[config.mk]
export PLATFORM = sky130hd
export DESIGN_NAME = conv3_back
export DESIGN_NICKNAME = d
export VERILOG_FILES = /design/src/sv/conv3_pkg.sv /design/src/sv/conv3_back.sv
export SDC_FILE = /design/constraint.sdc
export NUM_CORES = 2
export LEC_CHECK = 0
export ABC_AREA = 1
export BUFFER_PORTS_ARGS = -buffer_cell sky130_fd_sc_hd__buf_2
export CORE_ASPECT_RATIO = 2
export CORE_MARGIN = 4
export CORE_UTILIZATION = 35
export CTS_CLUSTER_SIZE = 30
export DETAILED_ROUTE_END_ITERATION = 8
export SYNTH_ARGS = -nofsm -noshare
export SYNTH_HDL_FRONTEND = slang
export SYNTH_SLANG_ARGS = --single-unit
[constraint.sdc]
create_clock -name clk -period 5.65 [get_ports clk]
set_input_delay 0.2825 -clock clk [delete_from_list [all_inputs] [get_ports clk]]
set_output_delay 0.2825 -clock clk [all_outputs]
set_load 0.02 [all_outputs]
[src/sv/conv3_pkg.sv]
`default_nettype none
// ---------------------------------------------------------------------------
// conv3_pkg
// Shared types and constants of the 3x3 replicate-border filter.
// ---------------------------------------------------------------------------
package conv3_pkg;

    localparam int MAX_WIDTH      = 1024;
    localparam int MAX_HEIGHT     = 1024;
    localparam int MAX_CHANNELS   = 4;
    localparam int COEF_FRAC_BITS = 8;
    localparam int STORE_DEPTH    = MAX_WIDTH * MAX_CHANNELS;
    localparam int ADDR_W         = $clog2(STORE_DEPTH);
    localparam int COL_W          = $clog2(MAX_WIDTH);
    localparam int CH_W           = 2;
    localparam int DIM_W          = 11;
    localparam int CNT_W          = 3;
    localparam int KROW_W         = 48;
    localparam int COEF_W         = 16;
    localparam int PROD_W         = 25;
    localparam int SUM_W          = 29;
    localparam int QUEUE_DEPTH    = 4;
    localparam int RES_DEPTH      = 8;

    localparam logic [2:0] REG_KTOP    = 3'd0;
    localparam logic [2:0] REG_KMID    = 3'd1;
    localparam logic [2:0] REG_KBOT    = 3'd2;
    localparam logic [2:0] REG_WIDTH   = 3'd3;
    localparam logic [2:0] REG_HEIGHT  = 3'd4;
    localparam logic [2:0] REG_CHANNEL = 3'd5;

    localparam logic OP_SAMPLE = 1'b0;
    localparam logic OP_DRAIN  = 1'b1;

    typedef logic [2:0][7:0] column_t;

    typedef struct packed {
        logic [DIM_W-1:0] width;
        logic [DIM_W-1:0] height;
        logic [CNT_W-1:0] channels;
    } dims_t;

    typedef logic [2:0][KROW_W-1:0] kernel_t;

    typedef struct packed {
        column_t         a;
        column_t         b;
        column_t         c;
        logic            col0;
        logic            emit_a;
        logic            emit_b;
        logic [CH_W-1:0] ch;
        logic            eor;
        logic            eof;
    } win_entry_t;

    typedef struct packed {
        logic [7:0]      pixel;
        logic [CH_W-1:0] channel;
        logic            eor;
        logic            eof;
        logic            last;
    } result_t;

    typedef struct packed {
        logic [CH_W-1:0] channel;
        logic            eor;
        logic            eof;
        logic            last;
    } tag_t;

endpackage
`default_nettype wire

[src/sv/conv3_back.sv]
`default_nettype none
// ---------------------------------------------------------------------------
// conv3_back
// Multiply-accumulate pipeline, rounding, clamping and result queue.
// ---------------------------------------------------------------------------
module conv3_back (
    input  wire logic                  clk,
    input  wire logic                  rst_n,
    input  wire conv3_pkg::win_entry_t q_data,
    input  wire logic                  q_empty,
    output logic                       q_pop,
    input  wire conv3_pkg::kernel_t    kernel,
    input  wire logic                  pop,
    output logic                       empty,
    output logic [7:0]                 pixel,
    output logic [1:0]                 channel,
    output logic                       end_of_row,
    output logic                       end_of_frame,
    output logic                       last
);
    import conv3_pkg::*;

    localparam int RW = $clog2(RES_DEPTH);

    logic            sub_reg, sub_next;
    logic            issue, use_a;
    column_t         c0, c1, c2;
    tag_t            tag;
    logic [2:0][2:0][7:0] cols;

    logic            p_v_reg, s_v_reg, t_v_reg, r_v_reg;
    tag_t            p_tag_reg, s_tag_reg, t_tag_reg;
    logic signed [PROD_W-1:0] prod_reg [9];
    logic signed [SUM_W-1:0]  part_reg [3];
    logic signed [SUM_W-1:0]  sum_reg;
    result_t         res;

    result_t         fifo_reg [RES_DEPTH];
    logic [RW-1:0]   wp_reg, rp_reg;
    logic [RW:0]     cnt_reg;
    logic [RW+1:0]   busy;
    logic            res_push, res_pop;

    logic [SUM_W-COEF_FRAC_BITS-1:0] q, q_inc;
    logic [COEF_FRAC_BITS-1:0]       rem;
    logic                            rnd;

    assign busy  = {1'b0, cnt_reg} + (RW+2)'(p_v_reg) + (RW+2)'(s_v_reg) + (RW+2)'(t_v_reg);
    assign issue = !q_empty && (busy < (RW+2)'(RES_DEPTH));
    assign use_a = q_data.emit_a && !sub_reg;

    always_comb
    begin
        if (use_a)
        begin
            c0 = q_data.a;
            c1 = q_data.b;
            c2 = q_data.c;
        end
        else if (q_data.col0)
        begin
            c0 = q_data.c;
            c1 = q_data.c;
            c2 = q_data.c;
        end
        else
        begin
            c0 = q_data.b;
            c1 = q_data.c;
            c2 = q_data.c;
        end
        cols        = {c2, c1, c0};
        tag.channel = q_data.ch;
        tag.eor     = use_a ? 1'b0 : q_data.eor;
        tag.eof     = use_a ? 1'b0 : q_data.eof;
        tag.last    = use_a ? !q_data.emit_b : 1'b1;
        q_pop       = issue && !(use_a && q_data.emit_b);
        sub_next    = sub_reg;
        if (issue)
        begin
            sub_next = use_a && q_data.emit_b;
        end
    end

    always_comb
    begin
        q     = sum_reg[SUM_W-1:COEF_FRAC_BITS];
        rem   = sum_reg[COEF_FRAC_BITS-1:0];
        rnd   = (rem > (COEF_FRAC_BITS)'(1 << (COEF_FRAC_BITS-1)))
             || ((rem == (COEF_FRAC_BITS)'(1 << (COEF_FRAC_BITS-1))) && q[0]);
        q_inc = q + (SUM_W-COEF_FRAC_BITS)'(rnd);
        if (sum_reg <= 0)
        begin
            res.pixel = '0;
        end
        else if (q_inc > (SUM_W-COEF_FRAC_BITS)'(255))
        begin
            res.pixel = 8'd255;
        end
        else
        begin
            res.pixel = q_inc[7:0];
        end
        res.channel = t_tag_reg.channel;
        res.eor     = t_tag_reg.eor;
        res.eof     = t_tag_reg.eof;
        res.last    = t_tag_reg.last;
    end

    assign r_v_reg  = t_v_reg;
    assign res_push = r_v_reg;
    assign res_pop  = pop && !empty;
    assign empty    = cnt_reg == '0;
    assign pixel        = fifo_reg[rp_reg].pixel;
    assign channel      = fifo_reg[rp_reg].channel;
    assign end_of_row   = fifo_reg[rp_reg].eor;
    assign end_of_frame = fifo_reg[rp_reg].eof;
    assign last         = fifo_reg[rp_reg].last;

    always_ff @(posedge clk or negedge rst_n)
    begin
        if (!rst_n)
        begin
            sub_reg <= 1'b0;
            p_v_reg <= 1'b0;
            s_v_reg <= 1'b0;
            t_v_reg <= 1'b0;
            wp_reg  <= '0;
            rp_reg  <= '0;
            cnt_reg <= '0;
        end
        else
        begin
            sub_reg <= sub_next;
            p_v_reg <= issue;
            s_v_reg <= p_v_reg;
            t_v_reg <= s_v_reg;
            cnt_reg <= cnt_reg + (RW+1)'(res_push) - (RW+1)'(res_pop);
            if (res_push)
            begin
                wp_reg <= wp_reg + RW'(1);
            end
            if (res_pop)
            begin
                rp_reg <= rp_reg + RW'(1);
            end
        end
    end

    always_ff @(posedge clk)
    begin
        for (int r = 0; r < 3; r++)
            for (int c = 0; c < 3; c++)
                prod_reg[r*3+c] <= PROD_W'($signed({1'b0, cols[c][r]})
                                 * $signed(kernel[r][c*COEF_W +: COEF_W]));
        p_tag_reg <= tag;
        for (int g = 0; g < 3; g++)
            part_reg[g] <= SUM_W'(prod_reg[g*3]) + SUM_W'(prod_reg[g*3+1])
                         + SUM_W'(prod_reg[g*3+2]);
        s_tag_reg <= p_tag_reg;
        sum_reg   <= part_reg[0] + part_reg[1] + part_reg[2];
        t_tag_reg <= s_tag_reg;
        if (res_push)
        begin
            fifo_reg[wp_reg] <= res;
        end
    end

    a_no_overflow: assert property (@(posedge clk) disable iff (!rst_n)
        res_push |-> (cnt_reg != (RW+1)'(RES_DEPTH)) || res_pop)
        else $error("result queue overflow");
    a_second_pending: assert property (@(posedge clk) disable iff (!rst_n)
        sub_reg |-> !q_empty)
        else $error("second result pending without request");
    a_pop_only_issue: assert property (@(posedge clk) disable iff (!rst_n)
        q_pop |-> issue && !q_empty)
        else $error("request dropped without issue");

endmodule
`default_nettype wire

==> results_dict.tcl <==
set metrics [dict create \
    status "completed" \
    worstPathArrival_ns 5.95 \
    fillers 18500 \
    gr-usage-met2 0.428 \
    fin_skew_ns 0.0388 \
    path_class "reg -> reg" \
    use_met3 0.0215 \
    grt.total_usage 0.212 \
    syn_avg_cell_area_um2 8.02 \
    fin_area_um2 70800 \
    antenna_found_initial 28 \
    cp.required_ns 6.13 \
    ios 242 \
    seq_area_um2 10500 \
    htreeDepth 2 \
    dp_hpwl_um 174000 \
    die-area_um2 189000 \
    yosysUniqueCellTypes 46 \
    cts_tree "built" \
    largest_reg_flops 225 \
    synth-xor-area-share 0.0404 \
    maxCapViolations 0 \
    synth_top_family_by_area "adder cells" \
    row_count 221 \
    max_freq_ghz 0.183 \
    first_global_vias 56900 \
    period_needed_ns 5.47 \
    ys_seq_area_frac 0.165 \
    start_kind "flop" \
    synthMuxAreaShare 0 \
    die-height_um 611 \
    place_ws_ns -0.431 \
    path_cells "inv_2 > nand2_8 > buf_6 > o21ai_0 > buf_4 > clkinvlp_4 > nand2_1 > fa_2 > buf_4 > fa_1 > inv_1 > fa_1 > fa_1 > ha_1 > nand3_1 > nor2_2 > nand4_1 > o2111ai_2 > xor2_2" \
    hold_viol 0 \
    cpPeakStageDelay_ns 0.64 \
    gr-usage-met1 0.201 \
    syn_to_final_growth_pct 11.2 \
    gp_congestion 0.952 \
    wire_per_inst_um 18.6 \
    yosysTopAreaCellShare 0.323 \
    path_buf_inv 6 \
    worstSetupEndpointType "flop" \
    grt_first_pass_wirelength_um 310000 \
    clkTransAtPathRegs_ns 0.07 \
    start_util 0.352 \
    cts.sinks 468 \
    critPathSlowestCell "fa_1" \
    multi_input_area_um2 45000 \
    layout.nets 10100 \
    wirelength_um 199000 \
    drc 0 \
    slew_headroom 0.351 \
    fin_crit_sh 0.969 \
    layout_common_cells "inv_1 (2025), nand2_1 (1443), fa_1 (1022), nor2_1 (821), ha_1 (559)" \
    core-area_um2 181000 \
    grt_max_degree 55 \
    synthesis.area_um2 63700 \
    setup_slack_ns 0.175 \
    cts_buffer_depth 3 \
    ant_nets 0 \
    dr.pass1.iters 6 \
    finalSetupViolations 0 \
    post_synth_main_area_contributors "fa_1 (32%), inv_1 (12%), ha_1 (11%)" \
    drtIter0Drc 2164 \
    drive_above_1_share 0.0746 \
    critPathTopFamily "adder cells" \
    port_buffers 241 \
    synth_edf_count 104 \
    place_area_um2 68800 \
    clock_latency_ns 0.62 \
    hold_class "in -> reg" \
    path_common_cell "fa_1" \
    path_max_fanout 22 \
    numCtsBuffers 45 \
    cts_root_buf "clkbuf_16" \
    yosysTopAreaCell "fa_1" \
    synth_fa_ha_area_frac 0.433 \
    synth_compound_area_frac 0.0645 \
    async_flop_share 0.0299 \
    synthSimpleGateAreaFrac 0.166 \
    viasPerCell 4.82 \
    synth_flop_cell "dfxtp_1" \
    final_common_cell "inv_1" \
    hold_ws_ns 0.0715 \
    top_usage_layer "met2" \
    synth_seq_cells 468 \
    vias 51400 \
    syn_nets 9752 \
    overflow 0 \
    dieWidth_um 310 \
    yosysWarnings 0 \
    tightest_slew_ns 0.973 \
    slew_violations 0 \
    synth_cells 7936 \
    rsz0062_at_grt "false" \
]
## logic make-up after synthesis
family,after synthesis
simple gates,2641
buf+inv,2216
fa+ha+maj,1589
compound gates,728
flops,468
xor+xnor,294
## path summary, 6_finish.rpt
kind,start,to,slack (ns),depth (start not counted)
max,sub_reg,prod_reg[0][23],0.18,19
min,kernel[48],prod_reg[0][75],0.07,3
max reg2reg,sub_reg,prod_reg[0][23],0.18,19
min reg2reg,s_tag_reg[4],res[4],0.32,0
max in group asynchronous,rst_n,sub_reg,5.21,2
min in group asynchronous,rst_n,cnt_reg[1],0.15,2
## per-layer routing
| layer | part of all wire | routed length [µm] |
|---|---|---|
| met1 | 0.33 | 65100 |
| met2 | 0.57 | 112000 |
| met3 | 0.036 | 7240 |
| met4 | 0.071 | 14100 |
| met5 | 0.00051 | 101 |
## tightest hold or removal path: stages
cell and delay [ns]:
buf_2 0.09, inv_1 0.11, nor2_1 0.15
## cell usage after synthesis, types with 8 or more instances
cell type	n
a21o_1	40
nand3_1	183
and2_1	12
xnor2_1	118
nand4_1	61
o22ai_1	13
buf_2	37
dfrtp_1	14
dfxtp_1	350
a211oi_1	9
nor4_1	21
a21oi_1	280
buf_1	8
a31oi_1	34
ha_1	563
or2_2	15
o211ai_1	16
fa_1	1026
nor3_1	54
edfxtp_1	104
o21bai_1	51
clkbuf_2	10
nand2_1	1445
clkbuf_1	118
xor2_1	176
o21ai_1	10
inv_1	2039
nor2_1	831
a21boi_0	13
a221oi_1	12
o21ai_0	238
## layout make-up
class	instances	area share
timing repair buffer	473	0.0437
timing repair inverter	1	0.0000707
inverter	2043	0.109
antenna	9	0.000318
tap	2341	0.0414
clock inverter	28	0.00539
multi-input combinational	5252	0.635
sequential	468	0.148
clock buffer	54	0.0171
## what timing repair did
item                                   CTS  global route
setup endpoints to repair               26            65
endpoints found under the hold margin   24             0
buffers inserted                         0             4
gates cloned                             0             1
gates resized for setup                 27            37
hold buffers                            10             0
pin swaps                                0             6
## through the flow
stage,std cells,TNS (ns),util
2_1_floorplan,7936,0,-
3_3_place_gp,10600,-2.49,0.380
3_5_place_dp,10600,-2.76,0.380
4_1_cts,10700,-0.0322,0.390
5_1_grt,10700,0,0.391
6_report,10700,0,0.391
Power is not shown: default switching activity piles up to over one toggle a cycle in this logic, so the estimate is an artifact.
