### config.mk
export PLATFORM = sky130hd
export DESIGN_NAME = conv3_queue
export DESIGN_NICKNAME = d
export VERILOG_FILES = /design/src/sv/conv3_pkg.sv /design/src/sv/conv3_queue.sv
export SDC_FILE = /design/constraint.sdc
export NUM_CORES = 1
export LEC_CHECK = 0
export BUFFER_PORTS_ARGS = -buffer_cell sky130_fd_sc_hd__clkbuf_2
export CORE_UTILIZATION = 50
export CTS_CLUSTER_DIAMETER = 60
export CTS_CLUSTER_SIZE = 24
export DETAILED_ROUTE_END_ITERATION = 16
export PLACE_DENSITY = 0.71
export SLEW_MARGIN = 20
export SYNTH_ARGS = -nofsm -noshare
export SYNTH_HDL_FRONTEND = slang
export SYNTH_SLANG_ARGS = --single-unit
### constraint.sdc
create_clock -name clk -period 4.7 [get_ports clk]
set_input_delay 0 -clock clk [delete_from_list [all_inputs] [get_ports clk]]
set_output_delay 0 -clock clk [all_outputs]
set_load 0.005 [all_outputs]
### src/sv/conv3_pkg.sv
`default_nettype none
// ---------------------------------------------------------------------------
// conv3_pkg
// Shared types and constants of the 3x3 replicate-border filter.
// ---------------------------------------------------------------------------
package conv3_pkg;

    localparam int MAX_WIDTH      = 1024;
    localparam int MAX_HEIGHT     = 1024;
    localparam int MAX_CHANNELS   = 4;
    localparam int COEF_FRAC_BITS = 8;
    localparam int STORE_DEPTH    = MAX_WIDTH * MAX_CHANNELS;
    localparam int ADDR_W         = $clog2(STORE_DEPTH);
    localparam int COL_W          = $clog2(MAX_WIDTH);
    localparam int CH_W           = 2;
    localparam int DIM_W          = 11;
    localparam int CNT_W          = 3;
    localparam int KROW_W         = 48;
    localparam int COEF_W         = 16;
    localparam int PROD_W         = 25;
    localparam int SUM_W          = 29;
    localparam int QUEUE_DEPTH    = 4;
    localparam int RES_DEPTH      = 8;

    localparam logic [2:0] REG_KTOP    = 3'd0;
    localparam logic [2:0] REG_KMID    = 3'd1;
    localparam logic [2:0] REG_KBOT    = 3'd2;
    localparam logic [2:0] REG_WIDTH   = 3'd3;
    localparam logic [2:0] REG_HEIGHT  = 3'd4;
    localparam logic [2:0] REG_CHANNEL = 3'd5;

    localparam logic OP_SAMPLE = 1'b0;
    localparam logic OP_DRAIN  = 1'b1;

    typedef logic [2:0][7:0] column_t;

    typedef struct packed {
        logic [DIM_W-1:0] width;
        logic [DIM_W-1:0] height;
        logic [CNT_W-1:0] channels;
    } dims_t;

    typedef logic [2:0][KROW_W-1:0] kernel_t;

    typedef struct packed {
        column_t         a;
        column_t         b;
        column_t         c;
        logic            col0;
        logic            emit_a;
        logic            emit_b;
        logic [CH_W-1:0] ch;
        logic            eor;
        logic            eof;
    } win_entry_t;

    typedef struct packed {
        logic [7:0]      pixel;
        logic [CH_W-1:0] channel;
        logic            eor;
        logic            eof;
        logic            last;
    } result_t;

    typedef struct packed {
        logic [CH_W-1:0] channel;
        logic            eor;
        logic            eof;
        logic            last;
    } tag_t;

endpackage
`default_nettype wire

### src/sv/conv3_queue.sv
`default_nettype none
// ---------------------------------------------------------------------------
// conv3_queue
// Short queue of window requests between front and back.
// ---------------------------------------------------------------------------
module conv3_queue (
    input  wire logic                  clk,
    input  wire logic                  rst_n,
    input  wire logic                  wr,
    input  wire conv3_pkg::win_entry_t wr_data,
    output logic                       q_full,
    input  wire logic                  rd,
    output conv3_pkg::win_entry_t      rd_data,
    output logic                       q_empty
);
    import conv3_pkg::*;

    localparam int PW = $clog2(QUEUE_DEPTH);

    win_entry_t    slot_reg [QUEUE_DEPTH];
    logic [PW-1:0] wp_reg, rp_reg;
    logic [PW:0]   cnt_reg, cnt_next;
    logic          do_wr, do_rd;

    assign q_full  = cnt_reg == (PW+1)'(QUEUE_DEPTH);
    assign q_empty = cnt_reg == '0;
    assign do_wr   = wr && !q_full;
    assign do_rd   = rd && !q_empty;
    assign rd_data = slot_reg[rp_reg];
    assign cnt_next = cnt_reg + (PW+1)'(do_wr) - (PW+1)'(do_rd);

    always_ff @(posedge clk or negedge rst_n)
    begin
        if (!rst_n)
        begin
            wp_reg  <= '0;
            rp_reg  <= '0;
            cnt_reg <= '0;
        end
        else
        begin
            cnt_reg <= cnt_next;
            if (do_wr)
            begin
                wp_reg <= wp_reg + PW'(1);
            end
            if (do_rd)
            begin
                rp_reg <= rp_reg + PW'(1);
            end
        end
    end

    always_ff @(posedge clk)
    begin
        if (do_wr)
        begin
            slot_reg[wp_reg] <= wr_data;
        end
    end

endmodule
`default_nettype wire

==> impl_metrics.py, run 1 <==
metrics = {
    "power": {
        "vdd_drop_max_mv": 0.3330,
        "power.leakage_uw": 0.004981,
        "p_per_area_mw_per_mm2": 557.1,
    },
    "final_layout": {
        "final_nets": 803,
        "design_area_mm2": 0.01450,
        "antennaDiodeCount": 0,
        "area_growth_pct": 21.40,
        "drive_above_1_share": 0.3942,
        "largest_register_ffs": 316,
        "fin_cells": 1042,
    },
    "placed_design": {
        "io_buffers": 163,
        "gp_congestion": 0.7248,
        "post_dp_cell_area_mm2": 0.01304,
        "dp.cells": 925,
        "dp_hpwl_mm": 12.96,
    },
    "critical_path": {
        "setup.worst_path.start": "rp_reg[0]$_DFFE_PN0P_",
        "r2r_slack_ns": 2.16,
        "end_kind": "primary output",
        "critPathMaxFanout": 49,
        "worstSetupPathType": "flip-flop to primary output",
        "cpPeakStageDelay_ns": 1.09,
        "cp.arrival_ns": 2.79,
        "crit_required_ns": 4.70,
        "crit_chain": "buf_4 > mux4_2 > clkbuf_2",
        "slowest_stage": "dfrtp_4",
        "cp-start-kind": "flip-flop",
        "timing.rr.start": "cnt_reg[2]$_DFF_PN0_",
    },
    "timing": {
        "rsz0062_at_grt": "no",
        "setup_tns_ns": 0,
        "fin_worst_skew_ns": 0.01528,
        "fmax_ghz": 0.3585,
        "tightest_slew_ns": 1.027,
        "period_needed_ns": 2.789,
        "finalMaxSlewViolations": 0,
        "slew_headroom": 0.3151,
        "whs_ns": 0.2571,
        "setup_viol": 0,
        "min_period_over_period": 0.5934,
        "hold_viol": 0,
    },
    "cts": {
        "cts.sinks": 323,
        "cts_tree": "done",
        "clk_latency_ns": 0.50,
        "clk_path_buf_depth": 3,
        "path_clk_slew_ns": 0.08,
        "cts_buffers": 19,
        "cts_resized": 0,
        "clockRootBuffer": "clkbuf_16",
        "htree_levels": 1,
    },
    "floorplan": {
        "fp.dieW_um": 156.6,
        "die_area_mm2": 0.02452,
        "pin_count": 164,
        "initial_utilization": 0.5090,
        "row_count": 56,
        "core_area_mm2": 0.02347,
        "fp.dieH_um": 156.6,
    },
    "logic_synthesis": {
        "synth_area_mm2": 0.01195,
        "syn_inst": 454,
        "ys_seq_area_frac": 0.8090,
        "synth_most_common_cell": "edfxtp_1",
        "synth_edf_count": 316,
        "synth_fp_nets": 544,
        "synth_cell_types": 20,
        "syn_area_per_cell_um2": 26.31,
        "yosys_warnings": 0,
        "synth-seq-cells": 323,
        "synth.area.top_cells": "edfxtp_1 (79%), mux4_2 (15%), dfrtp_1 (1.5%)",
        "synth_flop_cell": "edfxtp_1",
        "ys_async_sr_fraction": 0.02167,
        "synth_top_cells_by_count": "edfxtp_1 (316), mux4_2 (79), buf_12 (8), buf_2 (8), dfrtp_1 (7)",
        "yosys.area.top_type": "edfxtp_1",
        "netlist.area_leader.share": 0.7943,
    },
    "detailed_routing": {
        "dr.pass1.iters": 5,
        "vias_per_cell": 5.278,
        "vias": 5500,
        "wl_mm": 21.57,
        "wire_per_inst_um": 20.70,
        "drc": 0,
        "drtIter0Drc": 293,
        "ant_nets": 0,
    },
    "flow_run": {
        "maxCapViolations": 0,
    },
    "grt": {
        "grt_pass1_vias": 5816,
        "grt_max_degree": 63,
        "grt_pass1_wl_mm": 32.71,
        "antenna_found_initial": 0,
        "track_usage": 0.1801,
        "grt_overflow": 0,
    },
    "status": {
        "outcome": "complete, no violations",
    },
    "hold_path": {
        "min_path_type": "primary input to flip-flop",
        "hold_start": "wr_data[69]",
    },
}
## timing repair
item                                   in CTS  in global routing
setup buffers                               0                  0
hold buffers                               83                  0
endpoints found under the hold margin     327                  0
## kinds of logic after synthesis
family	after synthesis	synth area share
buffers and inverters	24	0.01990
AND/OR/NAND/NOR	13	0.008691
adder cells (fa/ha/maj)	7	0.007960
flip-flops	323	0.8090
multiplexers	79	0.1489
XOR/XNOR	4	0.002932
AO/OA/AOI/OAI	4	0.002618
## metal layers
layer  wire [um]  GRT usage  up-vias
met4         386    0.05229        0
li1            -          -     2462
met5           0          0        -
met1        9201     0.2405     2873
met2       10970     0.3057      138
met3        1015    0.03268       27
## report_power, final
| part | total, uW | switching (uW) | leakage [uW] | internal [uW] |
|---|---|---|---|---|
| Sequential | 4130 | 340 | 0.00297 | 3790 |
| Clock | 1670 | 895 | 0.000278 | 776 |
| Combinational | 2280 | 1060 | 0.00173 | 1220 |
| Total | 8080 | 2300 | 0.00498 | 5780 |
## cells in the final DEF, fill, tap and decap left out, types with 4 or more instances in the layout
cell and count:
dfrtp_1 5, edfxtp_1 316, mux4_2 79, clkbuf_2 163
and3b_4 4, nand2b_1 4, buf_4 6, clkbuf_1 4
clkbuf_16 19, inv_1 6, xnor2_1 4, ha_1 6
dlygate4sd3_1 83
## area by class of cell
class | count | area (um^2)
well taps | 319 | 399.1
multi-input cells | 107 | 2059
flip-flops and latches | 323 | 9672
inverters | 6 | 22.52
clock inverters | 8 | 80.08
fillers | 1640 | 8970
repair buffers | 256 | 1779
clock buffers | 23 | 490.5
## through the flow
step / total power (uW) / worst slack (ns) / util
2_1_floorplan: 5625 / 1.667 / -
3_3_place_gp: 6380 / 2.186 / 0.5544
3_5_place_dp: 6459 / 2.119 / 0.5556
4_1_cts: 8181 / 1.795 / 0.6153
5_1_grt: 8486 / 1.664 / 0.6179
6_report: 8080 / 1.911 / 0.6179
## worst paths after layout
kind,to,depth (start not counted)
max,rd_data[16],3
min,slot_reg[2][69]$_DFFE_PP_,2
max reg2reg,slot_reg[0][17]$_DFFE_PP_,3
min reg2reg,wp_reg[1]$_DFFE_PN0P_,2
max in group asynchronous,rp_reg[1]$_DFFE_PN0P_,3
min in group asynchronous,cnt_reg[0]$_DFF_PN0_,3
## worst max-delay path, delay by kind of cell (launching register included)
kind	cells	cell delay, ns
flops	1	1.09
buf+inv	2	0.61
mux	1	0.56
Power figures use the tool's default switching activity.
==> inputs of run 2 (changes only) <==
==> constraint.sdc (replaced) <==
create_clock -name clk -period 2.7 [get_ports clk]
set_input_delay 0 -clock clk [delete_from_list [all_inputs] [get_ports clk]]
set_output_delay 0 -clock clk [all_outputs]
set_load 0.005 [all_outputs]
==> run 2 against run 1 <==
  * Sequential cell count is the same
  * Wire length shrank 0.39%
  * Via count grew 2.0%
  * Clock power grew 96%
  * Core utilization grew 0.63 points
  * Critical endpoint is now cnt_reg[2]$_DFF_PN0_
==> impl_metrics.py, run 2 (synthesis results as in run 1) <==
metrics = {
    "status": {
        "outcome": "complete, no violations",
    },
    "final_layout": {
        "final_cell_mix": "edfxtp_1 (316), clkbuf_2 (163), dlygate4sd3_1 (83)",
        "antennaDiodeCount": 0,
        "final_nets": 807,
        "largest_register_ffs": 316,
        "mostFrequentLayoutCell": "edfxtp_1",
        "area_growth_pct": 22.63,
        "fin_cells": 1049,
        "drive_above_1_share": 0.4014,
    },
    "power": {
        "p_clk_frac": 0.227,
        "comb_power_share": 0.288,
        "intPower_uw": 10360,
        "seqPwrFrac": 0.485,
        "p_per_area_mw_per_mm2": 987.1,
        "power.switching_uw": 4105,
        "power.leakage_uw": 0.005054,
        "p_sw_frac": 0.2839,
        "vdd_drop_max_mv": 0.7055,
    },
    "critical_path": {
        "cp.arrival_ns": 2.75,
        "slowest_stage": "dfrtp_1",
        "rr_worst_depth": 8,
        "r2r_slack_ns": 0.38,
        "timing.rr.start": "cnt_reg[2]$_DFF_PN0_",
        "critPathCapture": "cnt_reg[2]$_DFF_PN0_",
        "end_kind": "flip-flop",
        "crit_required_ns": 3.13,
        "cp-start-kind": "flip-flop",
        "timing.rr.end": "cnt_reg[2]$_DFF_PN0_",
        "worstSetupPathType": "flip-flop to flip-flop",
        "crit_chain": "nor3b_2 > nand2b_1 > ha_1 > inv_1 > ha_1 > fa_1 > xnor2_1 > xnor2_1",
        "critPathMaxFanout": 8,
        "setup.worst_path.start": "cnt_reg[2]$_DFF_PN0_",
        "cpPeakStageDelay_ns": 0.47,
    },
    "cts": {
        "cts_tree": "done",
        "cts_buffers": 21,
        "clk_path_buf_depth": 3,
        "cts.sinks": 323,
        "cts_setup_buffers": 0,
        "htree_levels": 1,
        "clk_latency_ns": 0.51,
        "clockRootBuffer": "clkbuf_16",
        "path_clk_slew_ns": 0.09,
    },
    "detailed_routing": {
        "wl_mm": 21.49,
        "vias": 5610,
        "wl_met3_um": 936,
        "vias_per_cell": 5.348,
        "dr.pass1.iters": 4,
        "drtIter0Drc": 229,
        "ant_nets": 0,
        "drc": 0,
        "wire_per_inst_um": 20.49,
        "topRoutingLayerUsed": "met4",
        "wl_met1_mm": 8.914,
        "met2_length_mm": 11.31,
    },
    "timing": {
        "setup_tns_ns": 0,
        "min_period_over_period": 0.8580,
        "period_needed_ns": 2.317,
        "finalMaxSlewViolations": 0,
        "tightest_slew_ns": 0.5295,
        "slew_headroom": 0.6470,
        "hold_viol": 0,
        "setup_viol": 0,
        "fmax_ghz": 0.4317,
        "rsz0062_at_grt": "no",
        "fin_worst_skew_ns": 0.01726,
    },
    "grt": {
        "grt_max_degree": 49,
        "grt_pass1_vias": 6094,
        "grt_overflow": 0,
        "antenna_found_initial": 0,
        "grt_pass1_wl_mm": 32.86,
        "track_usage": 0.1799,
    },
    "floorplan": {
        "pin_count": 164,
        "row_count": 56,
        "fp.dieH_um": 156.6,
        "initial_utilization": 0.5090,
        "die_area_mm2": 0.02452,
        "core_area_mm2": 0.02347,
        "fp.dieW_um": 156.6,
    },
    "flow_run": {
        "maxCapViolations": 0,
    },
    "hold_path": {
        "min_path_type": "primary input to flip-flop",
        "hold_depth": 2,
    },
    "placed_design": {
        "dp.cells": 930,
        "dp_hpwl_mm": 12.78,
        "gp_congestion": 0.7318,
        "io_buffers": 163,
    },
}
run 2: metal layers:
| layer | vias to the layer above | global-route usage |
|---|---|---|
| li1 | 2481 | - |
| met1 | 2967 | 0.2302 |
| met2 | 135 | 0.3225 |
| met3 | 27 | 0.02852 |
| met4 | 0 | 0.04342 |
| met5 | - | 0 |
run 2: how the worst min path moves through the flow:
stage | start | endpoint | slack (ns)
after floorplan | rst_n | cnt_reg[0]$_DFF_PN0_ | -0.30
after global placement | rst_n | cnt_reg[0]$_DFF_PN0_ | -0.16
after detailed placement | rst_n | cnt_reg[2]$_DFF_PN0_ | -0.15
after CTS | wr_data[11] | slot_reg[2][11]$_DFFE_PP_ | 0.22
after global routing | wr_data[16] | slot_reg[1][16]$_DFFE_PP_ | 0.23
final | wr_data[12] | slot_reg[3][12]$_DFFE_PP_ | 0.24
run 2: cell type report:
class | instances | area (um^2)
clock buffer | 23 | 533.0
clock inverter | 13 | 152.6
fill | 1607 | 8822
inverter | 6 | 22.52
multi-input combinational | 107 | 2059
sequential | 323 | 9672
tap | 319 | 399.1
timing repair buffer | 258 | 1812
run 2: repair_timing:
action | CTS | global route
gates resized for setup | 0 | 0
hold endpoints to repair | 327 | 0
setup endpoints to repair | 0 | 0
hold buffers | 83 | 0
run 2: critical path, delay by kind of cell (launching register included):
| kind | cells | cell delay [ns] |
|---|---|---|
| DFF | 1 | 0.47 |
| and+or+nand+nor | 2 | 0.62 |
| adders and majority gates | 3 | 0.74 |
| buffers and inverters | 1 | 0.04 |
| xor gates and xnor gates | 2 | 0.37 |
run 2: stage by stage:
| step | hold WS (ns) | utilization | worst slack [ns] | area (um^2) | power [uW] |
|---|---|---|---|---|---|
| finish | 0.2375 | 0.6241 | 0.3834 | 14650 | 14460 |
| global route | 0.2301 | 0.6241 | 0.2225 | 14650 | 15190 |
| CTS | 0.2197 | 0.6241 | 0.2886 | 14650 | 14730 |
| detailed placement | -0.1464 | 0.5595 | 0.4446 | 13130 | 11340 |
| global placement | -0.1571 | 0.5595 | 0.5478 | 13130 | 11200 |
| floorplan | -0.2956 | - | 0.5529 | 11950 | 9748 |
run 2: power groups by stage:
stage                     logic [uW]  clock network, uW  registers, uW
after floorplan                 2860                  0           6890
after global placement          4120                  0           7070
after detailed placement        4180                  0           7160
after CTS                       4310               3370           7040
after global routing            4520               3540           7120
final                           4160               3280           7020
